File: src/design/segint_pkg.sv
// ----------------------------------------------------------------------------
// segint_pkg
// Shared types and constants for the segment intersection test pipeline.
// ----------------------------------------------------------------------------
package segint_pkg;

	localparam int NUM_ORIENT = 4;

	// sign of one cross product; colinear is zero=1, neg=0
	typedef struct packed {
		logic neg;
		logic zero;
	} orient_t;

endpackage

File: src/design/segint_sign.sv
// ----------------------------------------------------------------------------
// segint_sign
// Stage 3: subtracts the product pairs and keeps the sign of each cross
// product.
// ----------------------------------------------------------------------------
module segint_sign
	import segint_pkg::*;
#(
	parameter int COORD_WIDTH = 16
) (
	input  logic                                   clk,
	input  logic                                   arst_n,
	input  logic                                   valid_s2,
	output logic                                   ready_s2,
	input  logic signed [2*COORD_WIDTH+1:0]        pa_s2 [NUM_ORIENT],
	input  logic signed [2*COORD_WIDTH+1:0]        pb_s2 [NUM_ORIENT],
	input  logic                                   meet_x_s2,
	input  logic                                   meet_y_s2,
	output logic                                   valid_s3,
	input  logic                                   ready_s3,
	output orient_t                                orient_s3 [NUM_ORIENT],
	output logic                                   meet_x_s3,
	output logic                                   meet_y_s3
);

	localparam int P = 2 * COORD_WIDTH + 2;

	logic [P:0] cross_diff [NUM_ORIENT];
	logic       load;

	always_comb begin
		for (int k = 0; k < NUM_ORIENT; k++) begin
			cross_diff[k] = {pa_s2[k][P-1], pa_s2[k]} - {pb_s2[k][P-1], pb_s2[k]};
		end
	end

	assign ready_s2 = !valid_s3 || ready_s3;
	assign load     = valid_s2 && ready_s2;

	always_ff @(posedge clk or negedge arst_n) begin
		if (!arst_n) begin
			valid_s3 <= 1'b0;
		end else if (ready_s2) begin
			valid_s3 <= valid_s2;
		end
	end

	always_ff @(posedge clk) begin
		if (load) begin
			for (int k = 0; k < NUM_ORIENT; k++) begin
				orient_s3[k].neg  <= cross_diff[k][P];
				orient_s3[k].zero <= (cross_diff[k] == '0);
			end
			meet_x_s3 <= meet_x_s2;
			meet_y_s3 <= meet_y_s2;
		end
	end

endmodule

File: config.mk
export PLATFORM = sky130hd
export DESIGN_NAME = segint_sign
export DESIGN_NICKNAME = d
export VERILOG_FILES = /design/src/design/segint_pkg.sv /design/src/design/segint_sign.sv
export SDC_FILE = /design/constraint.sdc
export NUM_CORES = 1
export LEC_CHECK = 0
export BUFFER_PORTS_ARGS = -buffer_cell sky130_fd_sc_hd__buf_2
export CAP_MARGIN = 20
export CORE_MARGIN = 2
export CORE_UTILIZATION = 50
export DETAILED_ROUTE_END_ITERATION = 7
export GPL_ROUTABILITY_DRIVEN = 0
export PLACE_DENSITY = 0.79
export SLEW_MARGIN = 40
export SYNTH_ARGS = -nofsm -noshare
export SYNTH_HDL_FRONTEND = slang
export SYNTH_SLANG_ARGS = --single-unit
File: constraint.sdc
create_clock -name clk -period 3.2 [get_ports clk]
set_clock_uncertainty 0.2 [all_clocks]
set_input_delay 0.32 -clock clk [delete_from_list [all_inputs] [get_ports clk]]
set_output_delay 0.32 -clock clk [all_outputs]
set_load 0.02 [all_outputs]
==> metrics.md, run 1 <==
| Metric | Value |
|---|---|
| Period utilization | `1.02` |
| Violated checks | `negative setup slack` |
| Max incr delay on CP | `0.33 ns` |
| Leak | `approximately 6.8 nW` |
| Asr flop ratio synth | `0.0909` |
| GRT Util Overall | `0.299` |
| Final cell count without fillers | `2111` |
| Port Buffer Count | `a little under 300` |
| Clk root buf | `clkbuf_16` |
| Pre-CTS WS | `-0.592 ns` |
| Die Area | `about 19000 um2` |
| Largest family of logic cells by synthesized area | `compound AO/OA/AOI/OAI gates` |
| GRT busiest layer | `met2` |
| Count of TritonRoute iterations in the first routing pass | `5` |
| Total CTS buffers | `3` |
| Crit-path max FO | `4` |
| Fraction of layout cells with a size suffix above 1 | `0.332` |
| Post-DR vias/cell | `a little under 6` |
| TritonCTS clock tree | `built` |
| DIE WIDTH | `~140 um` |
| Fin. max-slew vios | `0` |
| Placed cell count | `2103` |
| CP max stage cell | `a211o_1` |
| Tmin final | `between 3 and 4 ns` |
| CTS clk-pin slew, worst paths | `0.06 ns` |
| Overall power after layout | `2.95 mW` |
| Max VDD drop | `roughly 0.17 mV` |
| M2 GR Usage | `0.532` |
| Final setup violation count | `4` |
| Post-synth EDFFs | `10` |
| Crit Path Class | `in -> reg` |
| RSZ-0062 raised after global routing | `yes` |
| Via count | `12200` |
| Maximum clock frequency | `between 0.3 and 0.4 GHz` |
| Adder-cell area share of the yosys netlist | `0.195` |
| Cell Area, Synth | `just over 9000 um2` |
| Largest cells by area after synthesis | `ha_1 (19%), a21oi_1 (7.6%), inv_1 (7.2%)` |
| Worst path required time | `3.01 ns` |
| Total of max-cap violations | `0` |
| DRC viols | `0` |
| Compound-Gate Fraction of Synth Area | `0.346` |
| Core area | `about 18000 um2` |
| FF+latch count, synth | `11` |
| Post-Route WL | `31300 um` |
| First DRT Iteration DRCs | `1008` |
| Worst slew margin | `0.503` |
| Sink Count | `11` |
| Power Dens Cells | `228 nW/um2` |
| Min-Delay Path Depth | `1` |
| Initial Utilization | `0.510` |
| FF-to-FF path depth | `2` |
| H-tree levels | `1` |
| Critical path, cell by cell | `buf_2 -> ha_1 -> or2_2 -> o211ai_1 -> a21oi_1 -> buf_4 -> a311oi_1 -> nor3_1 -> buf_4 -> nand3_1 -> a211oi_1 -> a211o_1 -> a21oi_1 -> xor2_1 -> and4_1` |
| Met3 usage | `0.0366` |
| Yosys top cell area share | `0.187` |
| Synth-to-Final Area Change | `42.1%` |
| Hold crit path type | `in -> reg` |
| First-pass GRT wire length | `50800 um` |
| Mean cell area of the mapped netlist | `approximately 6.6 um2` |
| Critical Path Sink Type | `register` |
| Post-synthesis cell type with the largest combined area | `ha_1` |
| Critical path arrival | `slightly above 3 ns` |
| Vias in the first global route | `about 11000` |
| Wirelength per Cell | `14.8 um` |
| CTS Buffer Depth | `2` |
| Pin count of the biggest net entering global routing | `12` |
| FP Rows | `49` |
| Worst skew pair latency | `about 0.26 ns` |
| Cells after Synth | `1375` |
| Layout Nets | `2300` |
| Final Cell Area | `between 10000 and 15000 um2` |
| DP Area | `12600 um2` |
| Cell variety after synth | `89` |
| I/O Pins | `290` |
| Count of final hold-check violations | `0` |
| DP HPWL | `roughly 26000 um` |
| CP Launch Type | `primary input` |
| Main synth FF type | `edfxtp_1` |
| GR Util met1 | `0.373` |
| Multiplexer share of the synthesized area | `0.0214` |
| Initial antenna violation count | `1` |
| Die Y-Extent | `about 140 um` |
| Simple-Gate Fraction of Synth Area | `0.245` |
| Setup TNS | `-0.137 ns` |
| Routed Antenna Nets | `0` |
| Run status | `complete, but fails checks` |
| Gr ovfl total | `0` |
| Final setup margin | `-0.0750 ns` |
| XOR/XNOR share of the synthesized area | `0.0634` |
| Post-Synthesis Net Count | `between 1500 and 2000` |
| Worst-Margin Slew | `roughly 0.75 ns` |
| Sequential area share after synthesis | `0.0357` |
| Synth Warn # | `0` |
-- power by group --
group / leakage [nW] / switching, mW / internal, mW
Combinational: 6.67 / 1.31 / 1.21
Sequential: 0.109 / 0.00324 / 0.169
Clock: 0.0409 / 0.0974 / 0.168
-- per-layer routing --
metal  vias up  wire length (um)
met5         -                 0
met4         0              1010
met3        86              2270
met2       567             14900
met1      5524             13200
li1       6070                 -
-- cell type report --
type	instances	area, um2
diodes	1	2.50
multi-input cells	1143	8200
flip-flops and latches	11	325
inverters	176	668
repair buffers	547	3400
clock inverters	1	5.00
fillers	1378	4930
clock buffers	3	75.1
well taps	229	287
-- final timing paths --
check,start,endpoint,slack (ns)
worst max-delay path,pa_s2[36],orient_s3[2],-0.08
max in group asynchronous,arst_n,valid_s3,2.55
worst max register to register,valid_s3,orient_s3[6],1.52
min in group asynchronous,arst_n,valid_s3,0.16
worst min register to register,valid_s3,valid_s3,0.34
worst min-delay path,meet_y_s2,meet_y_s3,0.04
-- Yosys cell counts (all sizes together), types with 23 or more instances --
library cell	n
a211oi	23
a21o	48
a21oi	142
and3	24
clkbuf	34
ha	136
inv	176
nand2	123
nand3	35
nand4	36
nor2	94
nor3	32
o21ai	81
xnor2	38
xor2	28
-- cells in the final DEF (no fill, tap or decap), drive strengths merged, types with 6 or more instances in the layout --
master,instances
a21oi,142
or2,6
xnor2,38
a211o,8
nand4,36
and2,7
o211ai,19
o21bai,18
o2111ai,13
a21boi,6
nand2b,19
o31ai,12
ha,136
a21o,48
mux2i,15
edfxtp,10
nand3,35
xor2,28
a211oi,23
nor3,32
o21ai,81
o22ai,7
nand2,123
buf,546
inv,176
a31oi,20
nor3b,6
nor2,94
nor4,17
o21a,22
and3,24
nor2b,17
-- metrics by stage --
step	hold slack [ns]	util
floorplan	-0.176	-
global placement	-0.102	0.704
detailed placement	-0.101	0.704
CTS	0.0399	0.715
global route	0.0428	0.724
finish	0.0369	0.724
-- cell families (layout without fill, tap and decap cells) --
group / count (synthesis) / after routing
AOI/OAI and AO/OA: 476 / 476
adders and majority gates: 140 / 140
muxes: 19 / 19
DFF: 11 / 11
buffers and inverters: 221 / 727
xor gates and xnor gates: 66 / 66
other: 0 / 1
and+or+nand+nor: 442 / 442
-- worst max-delay path, delay by kind of cell --
kind	cells	cell delay [ns]
adders and majority gates	1	0.29
xor gates and xnor gates	1	0.12
buffers and inverters	3	0.41
AOI/OAI and AO/OA	6	1.21
and+or+nand+nor	4	0.74
-- timing repair --
action | CTS | global route
hold buffers | 1 | 0
gates resized for setup | 23 | 33
endpoints found under the setup margin | 5 | 7
buffers inserted | 1 | 1
hold endpoints to repair | 1 | 0
pin swaps | 13 | 22
-- flip-flops by register name, indices dropped and copies added, names as in the netlist --
| signal | count |
|---|---|
| valid_s3 | 1 |
| orient_s3 | 8 |
| meet_x_s3 | 1 |
| meet_y_s3 | 1 |
Note: power is estimated with default switching activity, not from simulation.
==> inputs of run 2 (changes only) <==
- REMOVE_ABC_BUFFERS: unset -> 1
- SKIP_CTS_REPAIR_TIMING: unset -> 1
- clock period: 3.2 -> 4.1 ns (I/O delays scaled with it)
==> run 2 against run 1 <==
- the run now ends clean
- first-iteration DRC count is 19% lower
- final cell count down 12%
- hold slack gained 0.12 ns
- worst setup slack better by 0.47 ns
- sequential cell count unchanged
- combinational power is 38% lower
- sequential share of layout area up 0.51 points
- clock-buffer cell count is 1 higher
- sequential power fell by 22%
- critical path depth rose by 1
- register-to-register slack gained 1.0 ns
- largest cell class unchanged
==> metrics.md, run 2 (synthesis results as in run 1) <==
| Metric | Value |
|---|---|
| Run status | `complete, no violations` |
| Post-DR vias/cell | `5.94` |
| N_diodes | `0` |
| Vias in the first global route | `around 10000` |
| H-tree levels | `1` |
| Critical path arrival | `~3.6 ns` |
| Gr ovfl total | `0` |
| Pin count of the biggest net entering global routing | `14` |
| Clk root buf | `clkbuf_16` |
| Placed cell count | `1853` |
| Register name with the most flops | `orient_s3` |
| Buf+Inv Stages, Crit Path | `3` |
| Synth-to-Final Area Change | `18.2%` |
| Final setup violation count | `0` |
| Via count | `11000` |
| Crit-path max FO | `4` |
| Initial antenna violation count | `4` |
| DRC viols | `0` |
| Die Area | `~19000 um2` |
| Period utilization | `0.904` |
| Count of TritonRoute iterations in the first routing pass | `5` |
| Sink Count | `11` |
| First DRT Iteration DRCs | `813` |
| Worst path required time | `between 3 and 4 ns` |
| Leak | `5.57 nW` |
| Worst-Margin Slew | `~0.56 ns` |
| Count of final hold-check violations | `0` |
| Critical Path Sink Type | `register` |
| Power Dens Cells | `about 170 nW/um2` |
| CTS Buffer Depth | `2` |
| Fin. max-slew vios | `0` |
| Routed Antenna Nets | `0` |
| FP Rows | `~50` |
| Fraction of layout cells with a size suffix above 1 | `0.202` |
| Critical path, cell by cell | `buf_2 -> inv_1 -> ha_1 -> inv_1 -> fa_1 -> a211oi_1 -> nor2_1 -> o21ai_1 -> nor3b_1 -> o31ai_1 -> a31oi_1 -> o21ai_0 -> nor2b_1 -> o21ai_0 -> mux2_2 -> nor3_1` |
| Die Y-Extent | `roughly 140 um` |
| CP Launch Type | `primary input` |
| Post-Route WL | `27000 um` |
| Max VDD drop | `around 0.14 mV` |
| DP HPWL | `approximately 23000 um` |
| Final core utilization | `0.603` |
| Overall power after layout | `~1.9 mW` |
| Core area | `roughly 18000 um2` |
| Worst slew margin | `0.624` |
| Tmin final | `between 3 and 4 ns` |
| Final cell count without fillers | `1858` |
| Max incr delay on CP | `approximately 0.42 ns` |
| Total CTS buffers | `3` |
| Max reg flops | `8` |
| Maximum clock frequency | `0.270 GHz` |
| Layout Nets | `between 2000 and 2500` |
| DIE WIDTH | `139 um` |
| Setup TNS | `0 ns` |
| Family with the most delay on the worst path | `compound AO/OA/AOI/OAI gates` |
| CP max stage cell | `fa_1` |
| Crit Path Class | `in -> reg` |
| GRT Util Overall | `0.261` |
| Port Buffer Count | `289` |
| First-pass GRT wire length | `between 40000 and 50000 um` |
| I/O Pins | `290` |
| Hold crit path type | `in -> reg` |
| TritonCTS clock tree | `built` |
| Initial Utilization | `0.510` |
| Commonest non-fill, non-tap cell in the layout | `buf_2` |
| Worst hold slack | `roughly 0.15 ns` |
| RSZ-0062 raised after global routing | `no` |
| Worst skew pair latency | `between 0.2 and 0.25 ns` |
| Most frequent cells in the layout | `buf_2 (289), inv_1 (176), a21oi_1 (138)` |
| Total of max-cap violations | `0` |
| Wirelength per Cell | `approximately 15 um` |
| CTS clk-pin slew, worst paths | `0.04 ns` |
==> run 2: layout make-up <==
cell class,instances,area [um2]
clock buffers,4,78.8
multi-input cells,1143,7940
fillers,1707,7120
repair buffers,295,1490
inverters,176,661
flip-flops and latches,11,325
well taps,229,287
==> run 2: stage by stage <==
step	setup WS [ns]	instance area (um2)
after floorplan	0.574	8930
after global placement	0.298	10700
after detailed placement	0.215	10700
after CTS	0.470	10800
after global routing	0.00660	10800
final	0.395	10800
==> run 2: layer usage <==
| metal | up-vias | part of all wire | global-route usage |
|---|---|---|---|
| li1 | 5559 | - | - |
| met1 | 4977 | 0.45 | 0.359 |
| met2 | 439 | 0.45 | 0.436 |
| met3 | 56 | 0.075 | 0.0328 |
| met4 | 6 | 0.020 | 0.0633 |
| met5 | - | 0.0014 | 0 |
==> run 2: path summary, 6_finish.rpt <==
path | start | slack (ns) | depth (start not counted) | end
worst max-delay path | pa_s2[68] | 0.39 | 16 | orient_s3[4]
worst min-delay path | meet_x_s2 | 0.15 | 1 | meet_x_s3
worst max register to register | valid_s3 | 2.55 | 2 | orient_s3[4]
worst min register to register | valid_s3 | 0.38 | 2 | valid_s3
max in group asynchronous | arst_n | 3.30 | 2 | valid_s3
min in group asynchronous | arst_n | 0.30 | 2 | valid_s3
==> run 2: report_power, final <==
part           switching [mW]  leakage [nW]  internal [mW]
Combinational           0.884          5.42          0.664
Clock                  0.0496        0.0382          0.131
Sequential            0.00294         0.109          0.132
