## config.mk

```make
export PLATFORM = sky130hd
export DESIGN_NAME = segint_diff
export DESIGN_NICKNAME = d
export VERILOG_FILES = /design/src/design/segint_pkg.sv /design/src/design/segint_diff.sv
export SDC_FILE = /design/constraint.sdc
export NUM_CORES = 1
export LEC_CHECK = 0
export ABC_AREA = 1
export BUFFER_PORTS_ARGS = -buffer_cell sky130_fd_sc_hd__buf_2
export CORE_AREA = 2 2 206 208
export CTS_CLUSTER_SIZE = 40
export DETAILED_ROUTE_END_ITERATION = 12
export DIE_AREA = 0 0 208 210
export PLACE_DENSITY = 0.79
export SLEW_MARGIN = 20
export SYNTH_ARGS = -nofsm -noshare
export SYNTH_HDL_FRONTEND = slang
export SYNTH_SLANG_ARGS = --single-unit
export TNS_END_PERCENT = 1
```

## constraint.sdc

```tcl
create_clock -name clk -period 20.5 [get_ports clk]
set_clock_uncertainty 0.2 [all_clocks]
set_input_delay 4.1 -clock clk [delete_from_list [all_inputs] [get_ports clk]]
set_output_delay 4.1 -clock clk [all_outputs]
set_load 0.05 [all_outputs]
```

## src/design/segint_pkg.sv

```systemverilog
// ----------------------------------------------------------------------------
// segint_pkg
// Shared types and constants for the segment intersection test pipeline.
// ----------------------------------------------------------------------------
package segint_pkg;

	localparam int NUM_ORIENT = 4;

	// sign of one cross product; colinear is zero=1, neg=0
	typedef struct packed {
		logic neg;
		logic zero;
	} orient_t;

endpackage

```

## src/design/segint_diff.sv

```systemverilog
// ----------------------------------------------------------------------------
// segint_diff
// Stage 1: coordinate differences for the four cross products and the
// x/y extents of both segments.
// ----------------------------------------------------------------------------
module segint_diff
	import segint_pkg::*;
#(
	parameter int COORD_WIDTH = 16
) (
	input  logic                                   clk,
	input  logic                                   arst_n,
	input  logic                                   in_valid,
	output logic                                   in_ready,
	input  logic signed [COORD_WIDTH-1:0]          a0_x,
	input  logic signed [COORD_WIDTH-1:0]          a0_y,
	input  logic signed [COORD_WIDTH-1:0]          a1_x,
	input  logic signed [COORD_WIDTH-1:0]          a1_y,
	input  logic signed [COORD_WIDTH-1:0]          b0_x,
	input  logic signed [COORD_WIDTH-1:0]          b0_y,
	input  logic signed [COORD_WIDTH-1:0]          b1_x,
	input  logic signed [COORD_WIDTH-1:0]          b1_y,
	output logic                                   valid_s1,
	input  logic                                   ready_s1,
	output logic signed [COORD_WIDTH:0]            qx_s1 [NUM_ORIENT],
	output logic signed [COORD_WIDTH:0]            qy_s1 [NUM_ORIENT],
	output logic signed [COORD_WIDTH:0]            rx_s1 [NUM_ORIENT],
	output logic signed [COORD_WIDTH:0]            ry_s1 [NUM_ORIENT],
	output logic signed [COORD_WIDTH-1:0]          amin_x_s1,
	output logic signed [COORD_WIDTH-1:0]          amax_x_s1,
	output logic signed [COORD_WIDTH-1:0]          amin_y_s1,
	output logic signed [COORD_WIDTH-1:0]          amax_y_s1,
	output logic signed [COORD_WIDTH-1:0]          bmin_x_s1,
	output logic signed [COORD_WIDTH-1:0]          bmax_x_s1,
	output logic signed [COORD_WIDTH-1:0]          bmin_y_s1,
	output logic signed [COORD_WIDTH-1:0]          bmax_y_s1
);

	localparam int W = COORD_WIDTH;

	logic signed [W:0] ext_a0_x, ext_a0_y, ext_a1_x, ext_a1_y;
	logic signed [W:0] ext_b0_x, ext_b0_y, ext_b1_x, ext_b1_y;
	logic              load;

	assign ext_a0_x = {a0_x[W-1], a0_x};
	assign ext_a0_y = {a0_y[W-1], a0_y};
	assign ext_a1_x = {a1_x[W-1], a1_x};
	assign ext_a1_y = {a1_y[W-1], a1_y};
	assign ext_b0_x = {b0_x[W-1], b0_x};
	assign ext_b0_y = {b0_y[W-1], b0_y};
	assign ext_b1_x = {b1_x[W-1], b1_x};
	assign ext_b1_y = {b1_y[W-1], b1_y};

	assign in_ready = !valid_s1 || ready_s1;
	assign load     = in_valid && in_ready;

	always_ff @(posedge clk or negedge arst_n) begin
		if (!arst_n) begin
			valid_s1 <= 1'b0;
		end else if (in_ready) begin
			valid_s1 <= in_valid;
		end
	end

	always_ff @(posedge clk) begin
		if (load) begin
			// orient 0/1: B endpoints against A; orient 2/3: A endpoints against B
			qx_s1[0] <= ext_a1_x - ext_a0_x;
			qy_s1[0] <= ext_a1_y - ext_a0_y;
			rx_s1[0] <= ext_b0_x - ext_a0_x;
			ry_s1[0] <= ext_b0_y - ext_a0_y;
			qx_s1[1] <= ext_a1_x - ext_a0_x;
			qy_s1[1] <= ext_a1_y - ext_a0_y;
			rx_s1[1] <= ext_b1_x - ext_a0_x;
			ry_s1[1] <= ext_b1_y - ext_a0_y;
			qx_s1[2] <= ext_b1_x - ext_b0_x;
			qy_s1[2] <= ext_b1_y - ext_b0_y;
			rx_s1[2] <= ext_a0_x - ext_b0_x;
			ry_s1[2] <= ext_a0_y - ext_b0_y;
			qx_s1[3] <= ext_b1_x - ext_b0_x;
			qy_s1[3] <= ext_b1_y - ext_b0_y;
			rx_s1[3] <= ext_a1_x - ext_b0_x;
			ry_s1[3] <= ext_a1_y - ext_b0_y;

			amin_x_s1 <= (a0_x < a1_x) ? a0_x : a1_x;
			amax_x_s1 <= (a0_x < a1_x) ? a1_x : a0_x;
			amin_y_s1 <= (a0_y < a1_y) ? a0_y : a1_y;
			amax_y_s1 <= (a0_y < a1_y) ? a1_y : a0_y;
			bmin_x_s1 <= (b0_x < b1_x) ? b0_x : b1_x;
			bmax_x_s1 <= (b0_x < b1_x) ? b1_x : b0_x;
			bmin_y_s1 <= (b0_y < b1_y) ? b0_y : b1_y;
			bmax_y_s1 <= (b0_y < b1_y) ? b1_y : b0_y;
		end
	end

endmodule

```

==> results of run 1 <==
-- layout make-up --
cell class              instances  area [µm²]  area share (%)
multi-input cells            1852       10800            41.0
flip-flops and latches        331        9930            37.6
repair buffers                538        2710            10.2
inverters                     274        1030            3.90
clock buffers                  47        1010            3.81
well taps                     539         674            2.55
clock inverters                18         225           0.853
diodes                          5        12.5          0.0474
-- cells in the mapped netlist, types with 6 or more instances --
cell type / instances
nand2_1: 682
edfxtp_1: 330
inv_1: 265
nand3_1: 236
ha_1: 196
a21oi_1: 188
nor2_1: 136
xor2_1: 101
buf_4: 82
o21ai_0: 82
nand2_2: 39
xnor2_1: 33
a21o_1: 16
nor3_1: 16
buf_2: 15
nand4_1: 15
o21bai_1: 14
fa_1: 12
o21ai_1: 12
clkbuf_1: 11
a31oi_1: 10
buf_6: 9
inv_2: 9
o31ai_1: 9
nand3_2: 7
nand2_4: 6
nor4_1: 6
-- final timing paths --
kind | start | to | slack, ns | depth (start not counted)
min in group asynchronous | arst_n | valid_s1 | 3.10 | 1
hold / removal | valid_s1 | valid_s1 | 0.38 | 2
setup reg to reg | valid_s1 | bmin_y_s1[7] | 16.89 | 3
max in group asynchronous | arst_n | valid_s1 | 16.91 | 1
setup / recovery | ready_s1 | in_ready | 11.61 | 4
hold reg to reg | valid_s1 | valid_s1 | 0.38 | 2
-- layer usage --
metal / GRT usage, % / routed length, µm / vias to the layer above
met5: 0 / 64 / -
li1: - / - / 9547
met3: 6.72 / 6320 / 247
met4: 20.8 / 4940 / 10
met1: 39.9 / 28500 / 9459
met2: 61.5 / 38800 / 1079
-- power groups by stage --
stage,combinational [µW],clock [µW],sequential [µW]
floorplan,392,0,1130
global placement,809,0,889
detailed placement,816,0,890
CTS,820,691,877
global route,880,719,881
finish,825,687,877
-- registers in the layout, summed over array words and instances, names as in the netlist --
register	count
rx_s1	67
amin_x_s1	16
amin_y_s1	16
ry_s1	67
qx_s1	34
amax_y_s1	16
valid_s1	1
bmin_x_s1	16
bmax_x_s1	16
bmin_y_s1	16
amax_x_s1	16
qy_s1	34
bmax_y_s1	16
-- cell families (layout without fill, tap and decap cells) --
logic type | Yosys count | count (layout)
buffers and inverters | 394 | 877
xor gates and xnor gates | 134 | 134
DFF | 331 | 331
adders and majority gates | 208 | 208
AOI/OAI and AO/OA | 339 | 339
and+or+nand+nor | 1171 | 1171
other | 0 | 5
-- critical path: cells and delay by family --
family | cells | cell delay [ns]
buffers and inverters | 3 | 0.40
AND/OR/NAND/NOR | 1 | 0.08
-- stage by stage --
step | util [%] | setup WS, ns | std cells | hold slack (ns) | area [µm²]
4_1_cts | 63.6 | 11.61 | 3599 | 0.393 | 26400
3_5_place_dp | 60.7 | 11.61 | 3534 | 0.380 | 25200
5_1_grt | 63.6 | 11.56 | 3599 | 0.427 | 26400
2_1_floorplan | - | 6.05 | 2577 | 0.946 | 22700
6_report | 63.7 | 11.61 | 3604 | 0.385 | 26400
3_3_place_gp | 60.7 | 11.62 | 3534 | 0.356 | 25200
==> impl_metrics.tcl, run 1 <==
set metrics [dict create \
    grt_pass1_wl_um 116000 \
    synth_top_cell_area_share_pct 43.7 \
    crit_end_category "primary output" \
    ant_nets 0 \
    totalWireLength_um 78600 \
    cpPeakStageDelay_ns 0.21 \
    synth_seq_area_share_pct 43.8 \
    post_cts_hold_buffer_count 0 \
    max_root_sink_buffers 3 \
    detail_route.drc_violations 0 \
    switching_share_pct 39.2 \
    mappedNetlistNets 2917 \
    hold_violations 0 \
    fp.dieW_um 208 \
    synth_area_per_cell_um2 8.79 \
    final_period_minus_worst_setup_slack_ns 8.89 \
    clock_latency_ns 0.56 \
    timing.critical_path.arrival_ns 4.59 \
    share_clk_of_total_power_pct 28.7 \
    drv.max_cap_violation_count 0 \
    critical-path-slowest-cell "buf_2" \
    main_combinational_cell_family_by_area_after_synthesis "simple AND/OR/NAND/NOR gates" \
    p_leak_uw 0.0130 \
    timing.critical_path.from_type "input pin" \
    synth.area.mux_share_pct 0 \
    h-tree-depth 2 \
    internal-power_uw 1450 \
    grt_pass1_vias 19800 \
    clockRootBuffer "clkbuf_16" \
    grt_max_degree 85 \
    synth.distinct_cells 46 \
    data_required_time_of_the_worst_path_ns 16.20 \
    die_h_um 210 \
    numClockSinks 331 \
    synth_compound_area_share_pct 8.07 \
    cts_buffer_count 37 \
    synth.area.top_cells "edfxtp_1 (44%), nand2_1 (11%), ha_1 (11%)" \
    boundary_pin_count 534 \
    mostFrequentLayoutCells "nand2_1 (682), buf_2 (533), edfxtp_1 (330), inv_1 (265), nand3_1 (236)" \
    final_max_slew_viol_count 0 \
    max_ir_drop_vdd_uv 65.3 \
    report.power.total_uw 2390 \
    synthFlopType "edfxtp_1" \
    numPortBuffers 533 \
    synth_simple_gate_area_share_pct 22.5 \
    layout-drive-gt1-share_pct 21.8 \
    rsz_0062_raised_after_global_routing "false" \
    path_max_fanout 2 \
    hold_class "register to register" \
    area.growth.synth_to_final_pct 16.5 \
    floorplan.rows 75 \
    adder_cell_fraction_of_synth_area_pct 11.9 \
    outcome "finished, final reports clean" \
    core_um2 41500 \
    worstPathCellList "buf_2, inv_1, nand2_1, buf_2" \
    route.detailed.wl_per_inst_um 21.8 \
    worstSetupPathType "input pin to primary output" \
    post-cts-setup-buffer-count 0 \
    synth.cell_area_um2 22700 \
    avgViaCountPerCell 5.64 \
    drt_iter0_markers 1658 \
    synthArstFlopShare_pct 0.302 \
    post-synth-top-area-cell "edfxtp_1" \
    finalNetCount 3374 \
    clock_tree_from_tritoncts "yes" \
    p_switching_uw 936 \
    post_cts_resize_count 0 \
    tightest_slew_ns 1.07 \
    hpwl_um 63500 \
    maxClockFrequency_ghz 0.113 \
    synthXorXnorAreaFrac_pct 5.18 \
    finalCritPeriodShare_pct 43.4 \
    maxSlewHeadroom_pct 28.6 \
    setup_viol 0 \
    initial_core_util_pct 54.6 \
    most_frequent_cell_on_the_critical_path "buf_2" \
    gpl.final_weighted_congestion 1.03 \
    ys_ff_latch 331 \
    initial_antenna_violation_count 9 \
    combPwrFrac_pct 34.5 \
    die_area_um2 43700 \
    setup_total_negative_slack_ns 0 \
    clkSlewWorstSetupHoldPaths_ns 0.05 \
    yosysWarningCount 0 \
    syn-instance-count 2577 \
    fillerInstances 3505 \
    drtPass1Iterations 6 \
    most_common_cell_after_layout_fill_and_taps_aside "nand2_1" \
    grt_util_all_layers_pct 35.1 \
    power_per_cell_area_nw_per_um2 90.5 \
    seq_power_share_pct 36.7 \
    synth_edf_count 330 \
    gr-total-overflow 0 \
    num_vias 20300 \
]
No activity file was read; power rests on OpenSTA's default activity.
==> run 2: changes to the inputs <==
--- a/config.mk
+++ b/config.mk
@@ -7,11 +7,11 @@
 export LEC_CHECK = 0
 export ABC_AREA = 1
 export BUFFER_PORTS_ARGS = -buffer_cell sky130_fd_sc_hd__buf_2
-export CORE_AREA = 2 2 206 208
+export CORE_ASPECT_RATIO = 1.4
+export CORE_UTILIZATION = 50
 export CTS_CLUSTER_SIZE = 40
 export DETAILED_ROUTE_END_ITERATION = 12
-export DIE_AREA = 0 0 208 210
-export PLACE_DENSITY = 0.79
+export PLACE_DENSITY = 0.76
 export SLEW_MARGIN = 20
 export SYNTH_ARGS = -nofsm -noshare
 export SYNTH_HDL_FRONTEND = slang
==> constraint.sdc (replaced) <==
create_clock -name clk -period 7.24 [get_ports clk]
set_clock_uncertainty 0.2 [all_clocks]
set_input_delay 1.448 -clock clk [delete_from_list [all_inputs] [get_ports clk]]
set_output_delay 1.448 -clock clk [all_outputs]
set_load 0.05 [all_outputs]
==> run 2 against run 1 <==
Effect of this change:
- global-route usage fell by 1.5 points
- die area rose by 5.7%
- utilization fell by 4.4 points
- largest power group unchanged
- clock power rose to 2.6 times the previous value
- cell count rose by 0.36%
- largest cell class unchanged
- hold slack got worse by 0.014 ns
- combinational power rose to 2.8 times the previous value
- sequential cell count did not move
- setup slack got worse by 8.3 ns
- count of clock-buffer cells in the layout fell by 5
- register-to-register slack got worse by 12 ns
- critical path type is now input pin to register
- via count fell by 1.5%
==> impl_metrics.tcl, run 2 (same netlist as run 1, synthesis figures left out) <==
set metrics [dict create \
    core_um2 44400 \
    maxSlewHeadroom_pct 39.4 \
    max_ir_drop_vdd_uv 233 \
    tightest_slew_ns 0.909 \
    drtPass1Iterations 8 \
    h-tree-depth 2 \
    initial_antenna_violation_count 6 \
    p_leak_uw 0.0129 \
    clkSlewWorstSetupHoldPaths_ns 0.06 \
    cpPeakStageDelay_ns 0.62 \
    num_vias 20000 \
    route.detailed.wl_per_inst_um 21.9 \
    clock_latency_ns 0.53 \
    cts_buffer_count 35 \
    hpwl_um 64600 \
    drt_iter0_markers 1340 \
    maxClockFrequency_ghz 0.253 \
    setup_total_negative_slack_ns 0 \
    grt_pass1_vias 19300 \
    max_root_sink_buffers 3 \
    clockRootBuffer "clkbuf_16" \
    finalCritPeriodShare_pct 54.6 \
    rsz_0062_raised_after_global_routing "false" \
    fin_util_pct 59.3 \
    data_required_time_of_the_worst_path_ns 7.44 \
    multi_input_area_um2 10800 \
    gr-total-overflow 0 \
    outcome "finished, final reports clean" \
    crit_end_category "register" \
    worst_path_dominant_cell_family "simple AND/OR/NAND/NOR gates" \
    path_max_fanout 31 \
    floorplan.rows 91 \
    die_area_um2 46200 \
    post-cts-setup-buffer-count 0 \
    hold_class "register to register" \
    finalNetCount 3371 \
    die_h_um 254 \
    ff_latch_area_um2 9930 \
    power_per_cell_area_nw_per_um2 251 \
    gpl.final_weighted_congestion 1.02 \
    place.detailed.instances 3552 \
    layoutNonFillerInstCount 3617 \
    ant_nets 0 \
    totalWireLength_um 79200 \
    worstPathCellList "buf_2, inv_1, ha_1, inv_2, nor2_4, inv_2, nor4_4, nand3_2, nand2_4, nand2_1, nand2_1" \
    largestRegisters "rx_s1: 67 flops, ry_s1: 67 flops" \
    numClockSinks 331 \
    mostFrequentLayoutCells "nand2_1 (682), buf_2 (533), edfxtp_1 (330), inv_1 (263), nand3_1 (236)" \
    clock_tree_from_tritoncts "yes" \
    most_common_cell_after_layout_fill_and_taps_aside "nand2_1" \
    detail_route.drc_violations 0 \
    fillerInstances 4061 \
    timing.critical_path.from_type "input pin" \
    layout-drive-gt1-share_pct 22.0 \
    post_cts_hold_buffer_count 0 \
    final_max_slew_viol_count 0 \
    worstPathBufferInverterCount 4 \
    final_period_minus_worst_setup_slack_ns 3.95 \
    hold_violations 0 \
    area.growth.synth_to_final_pct 16.2 \
    grt_util_all_layers_pct 33.6 \
    avgViaCountPerCell 5.54 \
    critical-path-slowest-cell "nand3_2" \
    setup_viol 0 \
    report.power.total_uw 6610 \
    drv.max_cap_violation_count 0 \
    numPortBuffers 533 \
    boundary_pin_count 534 \
    grt_max_degree 126 \
    fp.dieW_um 182 \
    worstSetupPathType "input pin to register" \
    initial_core_util_pct 51.0 \
    timing.critical_path.arrival_ns 4.15 \
    post_cts_resize_count 0 \
    grt_pass1_wl_um 115000 \
]
## run 2: report_power, final
group / internal (µW) / switching (µW)
Sequential: 2400 / 67.9
Combinational: 552 / 1790
Clock: 1010 / 783
Total: 3960 / 2650
## run 2: path summary, 6_finish.rpt
| check | startpoint | to | slack (ns) | depth (start not counted) |
|---|---|---|---|---|
| setup / recovery | a0_y[15] | amin_y_s1[2] | 3.29 | 11 |
| hold / removal | valid_s1 | valid_s1 | 0.37 | 2 |
| setup reg to reg | valid_s1 | amin_y_s1[15] | 4.63 | 2 |
| hold reg to reg | valid_s1 | valid_s1 | 0.37 | 2 |
| max in group asynchronous | arst_n | valid_s1 | 6.28 | 1 |
| min in group asynchronous | arst_n | valid_s1 | 0.48 | 1 |
## run 2: final cells by class
class	count	share of cell area, %
inverter	274	3.94
antenna	3	0.0285
clock inverter	20	0.623
sequential	331	37.7
tap	558	2.65
timing repair buffer	537	10.3
clock buffer	42	3.59
multi-input combinational	1852	41.1
## run 2: through the flow
stage	setup WS (ns)	instance area (µm²)	hold slack [ns]
global placement	2.87	25200	0.338
global route	3.05	26300	0.428
detailed placement	2.79	25200	0.354
floorplan	-0.265	22700	0.952
CTS	3.36	26300	0.368
finish	3.29	26300	0.371
## run 2: routing by layer
metal  GRT usage [%]  wire length (µm)  vias up
met3            5.85              5610      238
met1            33.9             26700     9275
met5               0                46        -
met4            24.4              6340        8
li1                -                 -     9522
met2            62.0             40500      999
## run 2: tightest hold or removal path, cell delays in order (launching register included)
cell and delay, ns:
dfrtp_1 0.40, nand2_1 0.09, nand2_1 0.05
==> run 3: changes to the inputs <==
==> constraint.sdc (replaced) <==
create_clock -name clk -period 3.2 [get_ports clk]
set_clock_uncertainty 0.2 [all_clocks]
set_input_delay 0.64 -clock clk [delete_from_list [all_inputs] [get_ports clk]]
set_output_delay 0.64 -clock clk [all_outputs]
set_load 0.05 [all_outputs]
==> run 3 against run 2 <==
Effect of this change:
- sequential share of layout area fell by 0.63 points
- register-to-register slack lost 3.4 ns
- hold slack got worse by 0.23 ns
- sequential cell count unchanged
- sequential power increased by 130%
- count of clock-buffer cells in the layout grew 3
- die area unchanged
- critical path depth unchanged
- via count increased by 0.14%
- utilization rose by 1.0 points
- first-iteration DRC count down 5.4%
- combinational power increased by 130%
- highest routed layer unchanged
==> impl_metrics.tcl, run 3 (same netlist as run 1, synthesis figures left out) <==
set metrics [dict create \
    timing.critical_path.arrival_ns 2.81 \
    seq_power_share_pct 36.8 \
    hold_violations 0 \
    die_h_um 254 \
    grt_util_all_layers_pct 32.9 \
    max_ir_drop_vdd_uv 439 \
    h-tree-depth 2 \
    boundary_pin_count 534 \
    fp.dieW_um 182 \
    drt_iter0_markers 1268 \
    drtPass1Iterations 6 \
    final_cell_area_um2 26800 \
    post_cts_resize_count 0 \
    floorplan.rows 91 \
    layout-drive-gt1-share_pct 22.8 \
    clock_tree_from_tritoncts "yes" \
    totalWireLength_um 77300 \
    combPwrFrac_pct 35.3 \
    finalNetCount 3414 \
    p_switching_uw 5950 \
    drv.max_cap_violation_count 0 \
    internal-power_uw 9190 \
    initial_core_util_pct 51.0 \
    grt_max_degree 132 \
    num_vias 20100 \
    route.detailed.wl_per_inst_um 21.1 \
    fillerInstances 3955 \
    most_common_cell_after_layout_fill_and_taps_aside "nand2_1" \
    grt_pass1_wl_um 113000 \
    numClockSinks 331 \
    area.growth.synth_to_final_pct 18.1 \
    path_max_fanout 30 \
    setup_viol 0 \
    ant_nets 0 \
    r2r_slack_ns 1.26 \
    clock_latency_ns 0.52 \
    worstSetupPathType "input pin to register" \
    tightest_slew_ns 0.743 \
    finalHoldWorstSlack_ns 0.143 \
    initial_antenna_violation_count 5 \
    grt_pass1_vias 19500 \
    finalCritPeriodShare_pct 81.6 \
    gpl.final_weighted_congestion 0.997 \
    report.power.total_uw 15100 \
    maxSlewHeadroom_pct 50.5 \
    hold_class "input pin to register" \
    data_required_time_of_the_worst_path_ns 3.40 \
    share_clk_of_total_power_pct 27.9 \
    mostFrequentLayoutCells "nand2_1 (682), buf_2 (533), edfxtp_1 (330), inv_1 (265), nand3_1 (236)" \
    detail_route.drc_violations 0 \
    numPortBuffers 533 \
    die_area_um2 46200 \
    crit_end_category "register" \
    placement.cell_area_um2 25600 \
    final_max_slew_viol_count 0 \
    cts_buffer_count 36 \
    max_root_sink_buffers 3 \
    outcome "finished, final reports clean" \
    switching_share_pct 39.3 \
    timing.critical_path.from_type "input pin" \
    power_per_cell_area_nw_per_um2 566 \
    avgViaCountPerCell 5.49 \
    core_um2 44400 \
    clockRootBuffer "clkbuf_16" \
    clkSlewWorstSetupHoldPaths_ns 0.06 \
    hpwl_um 63500 \
    largestRegisters "rx_s1: 67 flops, ry_s1: 67 flops" \
    p_leak_uw 0.0132 \
    maxClockFrequency_ghz 0.383 \
    rsz_0062_raised_after_global_routing "false" \
    final_period_minus_worst_setup_slack_ns 2.61 \
    gr-total-overflow 0 \
]
-- run 3: cell types whose count changed in the layout (fill, tap and decap cells not counted), moves of 2 or more --
cell       previous run  this run
inv_1               263       265
buf_4                 2        36
buf_12                2         9
bufinv_16             2         4
clkinv_4              0         2
clkinv_2              9         1
clkbuf_1              5         8
-- run 3: final timing paths --
kind                               start           end  cells after the start
worst min register to register  valid_s1      valid_s1                      2
min in group asynchronous         arst_n      valid_s1                      2
worst max-delay path             b0_x[8]  bmax_x_s1[9]                     11
worst min-delay path            in_valid      valid_s1                      3
max in group asynchronous         arst_n      valid_s1                      2
worst max register to register  valid_s1     qy_s1[48]                      3
-- run 3: metrics by stage --
| step | setup slack, ns | setup TNS (ns) | utilization, % | instances |
|---|---|---|---|---|
| finish | 0.590 | 0 | 60.3 | 3659 |
| global placement | 0.0374 | 0 | 57.6 | 3593 |
| detailed placement | 0.0285 | 0 | 57.6 | 3593 |
| global route | 0.383 | 0 | 60.3 | 3656 |
| floorplan | -3.55 | -1173.07 | - | 2577 |
| CTS | 0.597 | 0 | 60.3 | 3656 |
-- run 3: what timing repair did --
action,in CTS,in global routing
hold buffers,1,0
hold endpoints to repair,1,0
setup buffers,0,0
-- run 3: final cells by class --
type                            instances  area, µm²  share of cell area (%)
Antenna cell                            3       7.51                  0.0280
Clock buffer                           45        956                    3.57
Clock inverter                         17        204                   0.762
Inverter                              274       1030                    3.84
Multi-Input combinational cell       1852      10800                    40.4
Sequential cell                       331       9940                    37.1
Tap cell                              558        698                    2.61
Timing Repair Buffer                  579       3130                    11.7
-- run 3: worst max-delay path, stage by stage --
cell and delay (ns):
buf_2 0.17, inv_1 0.18, ha_1 0.40, a21oi_1 0.23, nand2_1 0.11, nand3b_2 0.24, nand2_2 0.11, nand2_4 0.08
nand2_2 0.43, nand2_1 0.12, nand2_1 0.08
-- run 3: per-layer routing --
layer,vias to the layer above,track usage [%],part of all wire [%],routed length [µm]
met5,-,0,0.059,46
met4,8,24.6,8.2,6340
met3,229,5.12,6.8,5220
met2,940,60.0,51,39200
met1,9286,34.1,34,26500
li1,9608,-,-,-
-- run 3: power by group through the flow --
stage / Clock (µW) / Sequential [µW] / Combinational (µW)
floorplan: 0 / 7170 / 2510
global placement: 0 / 5660 / 5280
detailed placement: 0 / 5660 / 5320
CTS: 4290 / 5580 / 5340
global route: 4440 / 5610 / 5710
finish: 4220 / 5580 / 5350
